[src/kst_pkg.sv]
// Shared types and constants for the keyed sum table.
// No dependencies.
package kst_pkg;

	localparam int KEY_W = 232;  // full key field width on the ports
	localparam int SCORE_W = 32;
	localparam int SEV_W = 8;
	localparam int STS_W = 3;

	localparam logic [STS_W-1:0] STS_UPDATED = 3'd0;
	localparam logic [STS_W-1:0] STS_INSERTED = 3'd1;
	localparam logic [STS_W-1:0] STS_FULL = 3'd2;
	localparam logic [STS_W-1:0] STS_ENTRY = 3'd3;
	localparam logic [STS_W-1:0] STS_EMPTY = 3'd4;

	localparam logic signed [SCORE_W-1:0] SCORE_MAX = 32'sh7FFF_FFFF;

	// per-cycle command broadcast along the row of cells
	typedef struct packed {
		logic cmp;  // compare broadcast key, capture hit
		logic upd;  // hit cell takes its saturated sum
		logic ins;  // shift toward the tail, cell 0 takes the new entry
		logic drn;  // shift toward the head, cell 0 is emitted
	} cell_ctl_t;

	typedef enum logic [3:0] {
		ST_IDLE  = 4'b0001,
		ST_CMP   = 4'b0010,
		ST_UPD   = 4'b0100,
		ST_DRAIN = 4'b1000
	} state_t;

endpackage

[src/kst_cell.sv]
// One entry of the table: key, score, and a compare/add slice.
// Depends on kst_pkg.
module kst_cell import kst_pkg::*; #(
	parameter int KW = 232
) (
	input  logic                      clk,
	input  logic                      arst_n,
	input  cell_ctl_t                 ctl,
	input  logic                      valid,
	input  logic [KW-1:0]             key_b,
	input  logic [SEV_W-1:0]          sev,
	input  logic [KW-1:0]             prev_key,
	input  logic signed [SCORE_W-1:0] prev_score,
	input  logic [KW-1:0]             next_key,
	input  logic signed [SCORE_W-1:0] next_score,
	output logic [KW-1:0]             key,
	output logic signed [SCORE_W-1:0] score,
	output logic                      match,
	output logic signed [SCORE_W-1:0] sum_sat
);

	logic [KW-1:0]             key_q;
	logic signed [SCORE_W-1:0] score_q;
	logic                      match_q;
	logic signed [SCORE_W:0]   sum;

	assign sum = {score_q[SCORE_W-1], score_q} + $signed({{(SCORE_W+1-SEV_W){1'b0}}, sev});
	assign sum_sat = (sum > $signed({1'b0, SCORE_MAX})) ? SCORE_MAX : sum[SCORE_W-1:0];

	always_ff @(posedge clk or negedge arst_n) begin
		if (!arst_n) begin
			match_q <= 1'b0;
		end else if (ctl.cmp) begin
			match_q <= valid && (key_q == key_b);
		end
	end

	always_ff @(posedge clk) begin
		if (ctl.ins) begin
			key_q   <= prev_key;
			score_q <= prev_score;
		end else if (ctl.drn) begin
			key_q   <= next_key;
			score_q <= next_score;
		end else if (ctl.upd && match_q) begin
			score_q <= sum_sat;
		end
	end

	assign key   = key_q;
	assign score = score_q;
	assign match = match_q;

endmodule

[config.mk]
export PLATFORM = sky130hd
export DESIGN_NAME = kst_cell
export DESIGN_NICKNAME = d
export VERILOG_FILES = /design/src/kst_pkg.sv /design/src/kst_cell.sv
export SDC_FILE = /design/constraint.sdc
export NUM_CORES = 1
export LEC_CHECK = 0
export ABC_AREA = 1
export BUFFER_PORTS_ARGS = -buffer_cell sky130_fd_sc_hd__buf_2
export CORE_AREA = 2 2 423 425
export CTS_CLUSTER_SIZE = 10
export DETAILED_ROUTE_END_ITERATION = 6
export DIE_AREA = 0 0 425 427
export SLEW_MARGIN = 20
export SYNTH_ARGS = -nofsm -noshare
export SYNTH_HDL_FRONTEND = slang
export SYNTH_SLANG_ARGS = --single-unit
[constraint.sdc]
create_clock -name clk -period 3 [get_ports clk]
set_input_delay 0.15 -clock clk [delete_from_list [all_inputs] [get_ports clk]]
set_output_delay 0.15 -clock clk [all_outputs]
set_load 0.02 [all_outputs]
==> results of run 1 <==
state kept, by name, summed over array words and instances (netlist names):
signal  flops
match       1
score      32
key       232
cell usage in the layout, fill, tap and decap left out, drive strengths merged, types with 5 or more instances in the layout:
master / n
a211oi: 7
clkbuf: 49
inv: 254
nand2: 1129
diode: 44
buf: 1205
o21ai: 52
o2111ai: 5
nor4: 30
nand3b: 11
clkinv: 10
nand4: 22
a22o: 10
a221oi: 16
dlygate4sd3: 499
nor3: 7
clkinvlp: 7
o22ai: 51
nand3: 82
ha: 8
xor2: 52
edfxtp: 264
xnor2: 15
nor2: 135
power by group through the flow:
stage          Clock [uW]  Combinational, uW  Sequential (uW)
6_report             5070               5320             5260
5_1_grt              5340               5650             5270
4_1_cts              5270               5270             5260
3_5_place_dp            0               4390             5320
3_3_place_gp            0               4400             5320
2_1_floorplan           0               1300             5420
cells by family after synthesis:
group                    count (synthesis)  synth area share
buffers and inverters                  323            0.0749
AO/OA/AOI/OAI                          147            0.0574
XOR/XNOR                                67            0.0357
adder cells (fa/ha/maj)                  9           0.00721
AND/OR/NAND/NOR                       1427             0.348
flip-flops                             265             0.477
layout make-up:
class	instances	area, um^2	area share
clock buffers	49	1080	0.0326
diodes	44	110	0.00333
inverters	252	956	0.0289
repair buffers	1705	12000	0.361
flip-flops and latches	265	7950	0.240
multi-input cells	1650	7830	0.237
well taps	2355	2950	0.0891
clock inverters	22	254	0.00768
metrics by stage:
stage | total power [uW] | worst slack (ns) | TNS, ns
final | 15700 | -0.627 | -25.26
after CTS | 15800 | -0.684 | -25.25
after detailed placement | 9720 | -0.170 | -7.00
after floorplan | 6710 | 0.173 | 0
after global routing | 16300 | -0.814 | -37.26
after global placement | 9720 | -0.200 | -7.70
what timing repair did:
action	CTS	global route
endpoints found under the setup margin	63	65
gates cloned	4	0
pin swaps	11	12
hold buffers	498	1
endpoints found under the hold margin	260	1
gates resized for setup	104	39
setup buffers	10	6
critical path: cells and delay by family (launching register included):
family	cells	cell delay, ns
AND/OR/NAND/NOR	13	1.38
adder cells (fa/ha/maj)	1	0.29
buffers and inverters	5	0.71
flip-flops	1	0.45
metal layers:
metal,vias to the layer above,track usage
met5,-,0
met4,82,0.0612
met3,315,0.0634
met2,1342,0.309
met1,11600,0.233
li1,10600,-
worst max path at each step:
stage | from | to | cells after the start
2_1_floorplan | score[0] | score[30] | 22
3_3_place_gp | score[0] | score[5] | 22
3_5_place_dp | score[0] | score[21] | 22
4_1_cts | score[0] | sum_sat[16] | 18
5_1_grt | score[4] | sum_sat[8] | 20
6_report | score[2] | sum_sat[17] | 19
==> results_tabular.tex, run 1 <==
\begin{tabular}{lr}
\hline
Metric & Value \\
\hline
\multicolumn{2}{l}{\textbf{Timing}} \\
\quad Final count of pins violating max slew & 0 \\
\quad Final setup fails & 63 \\
\quad Final critical-path required period & 3.63 ns \\
\quad Worst hold slack & -0.00570 ns \\
\quad Transition time at the pin with the least slew margin & 1.10 ns \\
\quad Unrepaired setup endpoints after global routing & true \\
\quad Achievable Freq & 276 MHz \\
\quad Worst-case clock skew & 0.0201 ns \\
\quad Final worst-path cycle share & 1.21 \\
\quad Relative slew slack & 0.259 \\
\quad Final hold violations & 1 \\
\quad Setup ws final & -0.627 ns \\
\multicolumn{2}{l}{\textbf{Power and ir drop}} \\
\quad Comb power frac & 0.340 \\
\quad Clock group share of total power & 0.324 \\
\quad Worst voltage drop across the vdd grid & 0.000365 V \\
\quad Power Density & 473 mW/mm\^{}2 \\
\quad Psw & 6080 uW \\
\quad Internal portion of total power & 9580 uW \\
\quad Standby leakage power & 0.0162 uW \\
\quad Switching share of power & 0.388 \\
\quad Power share of the sequential group & 0.336 \\
\multicolumn{2}{l}{\textbf{Yosys}} \\
\quad Number of standard cells after synthesis & 2238 \\
\quad Area contributors post-synth & edfxtp\_1 48\%, nand2\_1 25\%, inv\_1 5.6\% \\
\quad Post-synth ARST share & 0.00377 \\
\quad Count of warnings emitted by yosys & 0 \\
\quad Mapped Avg Cell Area & 7.45 um\^{}2 \\
\quad Portion of synthesized cell area occupied by the leading cell type & 0.476 \\
\quad Predominant post-synthesis flop cell & edfxtp\_1 \\
\quad Number of nets in the synthesized netlist & 3022 \\
\quad Number of flops mapped to enable cells by yosys & 264 \\
\quad Portion of the post-synthesis area used by sequential elements & 0.477 \\
\quad Number of different library cells in the post-synthesis netlist & 42 \\
\quad Cell with the most instances after synthesis & nand2\_1 \\
\quad Cell type contributing the most total cell area after synthesis & edfxtp\_1 \\
\quad Most used standard cells in the synthesized netlist & 1118 x nand2\_1, 264 x edfxtp\_1, 250 x inv\_1 \\
\quad Synthesis-stage register bit count & 265 \\
\quad Syn Std Cell Area & 0.0167 mm\^{}2 \\
\multicolumn{2}{l}{\textbf{Placed design}} \\
\quad Port-buffer cells & 1071 \\
\quad Global placer's final weighted congestion & 1.00 \\
\quad Post-DP HPWL & 159000 um \\
\quad Cell total after placement & 5711 \\
\quad Instance area at placement & 0.0259 mm\^{}2 \\
\multicolumn{2}{l}{\textbf{Detailed routing}} \\
\quad Total met2 wirelength after detailed routing & 84600 um \\
\quad Top metal layer carrying routed signals & met5 \\
\quad Violation count after the first detailed-route iteration & 2329 \\
\quad Met1 WL & 72700 um \\
\quad DR pass1 iterations & 5 \\
\quad Via-to-Cell Ratio & 3.78 \\
\quad Number of nets with antenna violations after detailed routing & 0 \\
\quad Total Wirelength & 181000 um \\
\quad Post-route DRC violation count & 0 \\
\quad Post-detailed-route wirelength per cell & 28.6 um \\
\quad Met3 routed WL & 17200 um \\
\quad Total via count after detailed routing & 24000 \\
\multicolumn{2}{l}{\textbf{Critical path}} \\
\quad WP data required & 2.85 ns \\
\quad Destination of the worst register-to-register timing path & score[12] \\
\quad Endpoint class of the critical path & output pin \\
\quad Crit start category & register \\
\quad CP cell instances & ha\_4 -> or2\_4 -> nand3\_2 -> nand2\_4 -> nand2\_2 -> nand2\_1 -> buf\_4 -> nand2\_1 -> nand2\_1 -> nand2\_1 -> inv\_1 -> nand3\_1 -> nor2\_4 -> nor2\_2 -> nand2\_4 -> buf\_12 -> buf\_12 -> nand2\_1 -> buf\_6 \\
\quad Arrival time worst endpoint & 3.48 ns \\
\quad Worst R2R Start & score[0] \\
\quad Highest fanout seen on the critical path & 10 \\
\quad Slack of the worst reg-to-reg path & -0.35 ns \\
\quad Number of cells on the worst reg-to-reg path & 24 \\
\quad Category of the critical setup timing path & register to output pin \\
\quad Largest incremental delay on the critical path & 0.45 ns \\
\quad Most numerous cell on the critical path & nand2\_1 \\
\quad Slowest CP cell & edfxtp\_1 \\
\multicolumn{2}{l}{\textbf{Hold path}} \\
\quad Beginning of the worst hold path & prev\_key[64] \\
\quad Hold Path Stages & 3 \\
\quad Worst hold path class & primary input to register \\
\quad Terminating pin of the worst hold path & key[64] \\
\multicolumn{2}{l}{\textbf{Floorplan}} \\
\quad Number of top-level pins & 1072 \\
\quad X dimension of the die & 425 um \\
\quad Number of placement rows & 155 \\
\quad Die Footprint & 0.181 mm\^{}2 \\
\quad Effective utilization at floorplan & 0.0940 \\
\quad Core footprint & 0.177 mm\^{}2 \\
\quad Chip Height & 427 um \\
\multicolumn{2}{l}{\textbf{Global route}} \\
\quad Remaining global-route overflow & 0 \\
\quad Pin count of the biggest net entering global routing & 75 \\
\quad Number of global-route vias before repair & 22600 \\
\quad Antenna violations before repair & 134 \\
\quad First-pass GRT wire length & 223000 um \\
\quad Global-route usage over all layers & 0.189 \\
\multicolumn{2}{l}{\textbf{Layout}} \\
\quad Final Core Density & 0.187 \\
\quad Fraction of final layout cells sized beyond drive strength 1 & 0.349 \\
\quad Non-filler instance count after layout & 6342 \\
\quad Layout Area Growth over Synthesis & 98.5\% \\
\quad \# nets final & 4700 \\
\quad Total non-filler cell area in the finished layout & 0.0331 mm\^{}2 \\
\quad Total of fill cells in the finished design & 20300 \\
\multicolumn{2}{l}{\textbf{CTS}} \\
\quad Inserted Clock Buffers & 42 \\
\quad Clock tree from TritonCTS & yes \\
\quad TritonCTS Sinks & 265 \\
\quad Source-to-sink clock delay at the later pin of the worst-skew pair & 0.64 ns \\
\quad Clock-pin transition on the worst setup and hold timing paths & 0.06 ns \\
\quad CTS H-tree depth & 2 \\
\quad Cell at the root of the clock tree & clkbuf\_16 \\
\quad Clock Path Buffers & 3 \\
\multicolumn{2}{l}{\textbf{Status}} \\
\quad Run status & complete, but fails checks \\
\quad Violated checks & hold timing, setup timing \\
\multicolumn{2}{l}{\textbf{Run}} \\
\quad Max Cap Violations & 0 \\
\hline
\end{tabular}
Power figures use the tool's default switching activity.
==> inputs of run 2 (changes only) <==
--- a/config.mk
+++ b/config.mk
@@ -9,2 +9,3 @@
 export BUFFER_PORTS_ARGS = -buffer_cell sky130_fd_sc_hd__buf_2
+export CAP_MARGIN = 20
 export CORE_AREA = 2 2 423 425
--- a/constraint.sdc
+++ b/constraint.sdc
@@ -3,2 +3,2 @@
 set_output_delay 0.15 -clock clk [all_outputs]
-set_load 0.02 [all_outputs]
+set_load 0.005 [all_outputs]
==> results_tabular.tex, run 2 (synthesized netlist as in run 1, its figures left out) <==
\begin{tabular}{lr}
\hline
Metric & Value \\
\hline
\multicolumn{2}{l}{\textbf{Status}} \\
\quad Run status & complete, but fails checks \\
\quad Violated checks & hold timing, setup timing \\
\multicolumn{2}{l}{\textbf{Detailed routing}} \\
\quad Via-to-Cell Ratio & 3.73 (-1.2\%) \\
\quad Total via count after detailed routing & 23600 (-1.3\%) \\
\quad Post-route DRC violation count & 0 (unchanged) \\
\quad Total Wirelength & 182000 um (+0.18\%) \\
\quad Violation count after the first detailed-route iteration & 2336 (+0.30\%) \\
\quad DR pass1 iterations & 6 (+1) \\
\quad Post-detailed-route wirelength per cell & 28.6 um (+0.22\%) \\
\quad Number of nets with antenna violations after detailed routing & 0 (unchanged) \\
\multicolumn{2}{l}{\textbf{Critical path}} \\
\quad Largest incremental delay on the critical path & 0.46 ns (about the same) \\
\quad Number of cells on the worst reg-to-reg path & 20 (-17\%) \\
\quad Slack of the worst reg-to-reg path & -0.20 ns (+0.15 ns) \\
\quad Category of the critical setup timing path & register to output pin \\
\quad WP data required & 2.85 ns (about the same) \\
\quad CP cell instances & ha\_2 -> inv\_2 -> fa\_2 -> nor3\_4 -> nand3\_2 -> nor2\_2 -> nand2\_1 -> nor2\_1 -> nand2\_1 -> nor2\_4 -> nand3\_2 -> o21ai\_2 -> nand2\_4 -> buf\_12 -> clkbuf\_16 -> nand2\_1 -> buf\_2 \\
\quad Worst R2R Start & score[0] \\
\quad Arrival time worst endpoint & 3.45 ns (-0.03 ns) \\
\quad Crit start category & register \\
\quad Slowest CP cell & fa\_2 \\
\quad Endpoint class of the critical path & output pin \\
\quad Destination of the worst register-to-register timing path & score[6] \\
\quad Crit path max-delay family & simple AND/OR/NAND/NOR gates \\
\quad Bufs and invs on worst path & 4 (-1) \\
\quad Highest fanout seen on the critical path & 7 (-3) \\
\quad Most numerous cell on the critical path & nand2\_1 \\
\multicolumn{2}{l}{\textbf{Layout}} \\
\quad Layout Area Growth over Synthesis & 97.4\% \\
\quad Commonest cells after routing, fill and taps aside & 1082 x nand2\_1, 1055 x buf\_2, 498 x dlygate4sd3\_1, 264 x edfxtp\_1, 245 x inv\_1 \\
\quad Non-filler instance count after layout & 6339 (-0.047\%) \\
\quad Total non-filler cell area in the finished layout & 0.0329 mm\^{}2 (-0.53\%) \\
\quad Fraction of final layout cells sized beyond drive strength 1 & 0.349 (+0.000470) \\
\quad \# nets final & 4706 (+0.13\%) \\
\quad Number of flip-flops in the largest register & 232 (unchanged) \\
\quad Total of fill cells in the finished design & 20200 (-0.11\%) \\
\quad Most common cell after layout, fill and taps aside & nand2\_1 \\
\multicolumn{2}{l}{\textbf{Hold path}} \\
\quad Beginning of the worst hold path & prev\_key[70] \\
\quad Hold Path Stages & 3 (unchanged) \\
\quad Terminating pin of the worst hold path & key[70] \\
\quad Worst hold path class & primary input to register \\
\multicolumn{2}{l}{\textbf{Floorplan}} \\
\quad Number of placement rows & 155 (unchanged) \\
\quad Chip Height & 427 um (unchanged) \\
\quad Core footprint & 0.177 mm\^{}2 (unchanged) \\
\quad X dimension of the die & 425 um (unchanged) \\
\quad Die Footprint & 0.181 mm\^{}2 (unchanged) \\
\quad Number of top-level pins & 1072 (unchanged) \\
\quad Effective utilization at floorplan & 0.0940 (unchanged) \\
\multicolumn{2}{l}{\textbf{Placed design}} \\
\quad Cell total after placement & 5720 (+0.16\%) \\
\quad Post-DP HPWL & 159000 um (about the same) \\
\quad Global placer's final weighted congestion & 0.971 (-2.8\%) \\
\quad Instance area at placement & 0.0260 mm\^{}2 (+0.41\%) \\
\quad Port-buffer cells & 1071 (unchanged) \\
\multicolumn{2}{l}{\textbf{Global route}} \\
\quad Antenna violations before repair & 133 (-0.75\%) \\
\quad Remaining global-route overflow & 0 (unchanged) \\
\quad Number of global-route vias before repair & 22500 (-0.48\%) \\
\quad First-pass GRT wire length & 223000 um (about the same) \\
\quad Pin count of the biggest net entering global routing & 85 (+13\%) \\
\quad Global-route usage over all layers & 0.190 (+0.000437) \\
\multicolumn{2}{l}{\textbf{Timing}} \\
\quad Final hold violations & 2 (+1) \\
\quad Worst-case clock skew & 0.00854 ns (-0.0115 ns) \\
\quad Final count of pins violating max slew & 0 (unchanged) \\
\quad Transition time at the pin with the least slew margin & 1.22 ns (+0.117 ns) \\
\quad Final critical-path required period & 3.60 ns (-0.0315 ns) \\
\quad Achievable Freq & 278 MHz (+0.88\%) \\
\quad Relative slew slack & 0.181 (-0.0787) \\
\quad Unrepaired setup endpoints after global routing & true \\
\quad Setup ws final & -0.596 ns (+0.0315 ns) \\
\quad Total negative slack & -21.74 ns (+3.52 ns) \\
\quad Worst hold slack & -0.0240 ns (-0.0183 ns) \\
\quad Final worst-path cycle share & 1.20 (-0.0105) \\
\quad Final setup fails & 63 (unchanged) \\
\multicolumn{2}{l}{\textbf{Power and ir drop}} \\
\quad Standby leakage power & 0.0161 uW (-0.17\%) \\
\quad Post-route total power & 15000 uW (-4.3\%) \\
\quad Worst voltage drop across the vdd grid & 0.000416 V (+14\%) \\
\quad Clock group share of total power & 0.338 (+0.014) \\
\quad Internal portion of total power & 9480 uW (-1.0\%) \\
\quad Power Density & 455 mW/mm\^{}2 (-3.8\%) \\
\quad Psw & 5500 uW (-9.5\%) \\
\quad Switching share of power & 0.367 (-0.0212) \\
\quad Comb power frac & 0.312 (-0.028) \\
\quad Power share of the sequential group & 0.351 (+0.015) \\
\multicolumn{2}{l}{\textbf{CTS}} \\
\quad Clock-pin transition on the worst setup and hold timing paths & 0.06 ns (about the same) \\
\quad CTS H-tree depth & 2 (unchanged) \\
\quad Inserted Clock Buffers & 41 (-2.4\%) \\
\quad Clock tree from TritonCTS & yes \\
\quad Cell at the root of the clock tree & clkbuf\_16 \\
\quad Source-to-sink clock delay at the later pin of the worst-skew pair & 0.64 ns (about the same) \\
\quad TritonCTS Sinks & 265 (unchanged) \\
\quad Clock Path Buffers & 3 (unchanged) \\
\multicolumn{2}{l}{\textbf{Run}} \\
\quad Max Cap Violations & 0 (unchanged) \\
\hline
\end{tabular}
-- run 2: changes by cell type in the layout (fill, tap and decap cells not counted), sizes merged --
cell,delta
clkbuf,+1
diode,-12
inv,-1
clkinv,+8
dlygate4sd3,-1
clkinvlp,-4
bufbuf,-1
buf,+7
-- run 2: tightest hold or removal path, cell delays in order --
cell	delay (ns)
buf_2	0.08
nand2_1	0.16
nand2_1	0.11
-- run 2: cell type report --
class | count | area, um^2 | area share
diodes | 32 | 80.1 | 0.00243
clock buffers | 48 | 1070 | 0.0326
inverters | 252 | 958 | 0.0291
multi-input cells | 1650 | 7780 | 0.236
clock inverters | 25 | 234 | 0.00711
well taps | 2355 | 2950 | 0.0896
flip-flops and latches | 265 | 7950 | 0.242
repair buffers | 1712 | 11900 | 0.361
-- run 2: worst max-delay path by stage --
stage / end / cells after the start / startpoint
after floorplan: key[0] / 4 / ctl[1]
after global placement: sum_sat[18] / 22 / score[0]
after detailed placement: sum_sat[20] / 22 / score[0]
after CTS: sum_sat[18] / 19 / score[0]
after global routing: sum_sat[17] / 17 / score[0]
final: sum_sat[17] / 17 / score[0]
-- run 2: stage by stage --
step	worst slack, ns	hold slack, ns	util
finish	-0.596	-0.0240	0.186
global route	-0.751	0.00413	0.185
CTS	-0.634	0.00201	0.183
detailed placement	-0.132	-0.0745	0.147
global placement	-0.139	-0.0743	0.147
floorplan	0.252	-0.146	-
-- run 2: routing by layer --
metal	track usage	up-vias	wire [um]	share of wire
met5	0	-	471	0.0026
met4	0.0457	76	5150	0.028
met3	0.0596	301	16900	0.093
met2	0.318	1252	86000	0.47
met1	0.235	11400	73000	0.40
li1	-	10600	-	-
-- run 2: timing repair --
action / in CTS / in global routing
cloned: 1 / 2
hold buffers: 498 / 0
hold endpoints to repair: 259 / 0
gates resized for setup: 18 / 72
endpoints found under the setup margin: 64 / 65
buffers inserted: 5 / 8
pin swaps: 8 / 29
-- run 2: power by group through the flow --
stage	clock network (uW)	logic, uW	registers (uW)
6_report	5060	4670	5250
5_1_grt	5330	5010	5260
4_1_cts	5260	4590	5250
3_5_place_dp	0	3880	5320
3_3_place_gp	0	3880	5330
2_1_floorplan	0	1220	4950
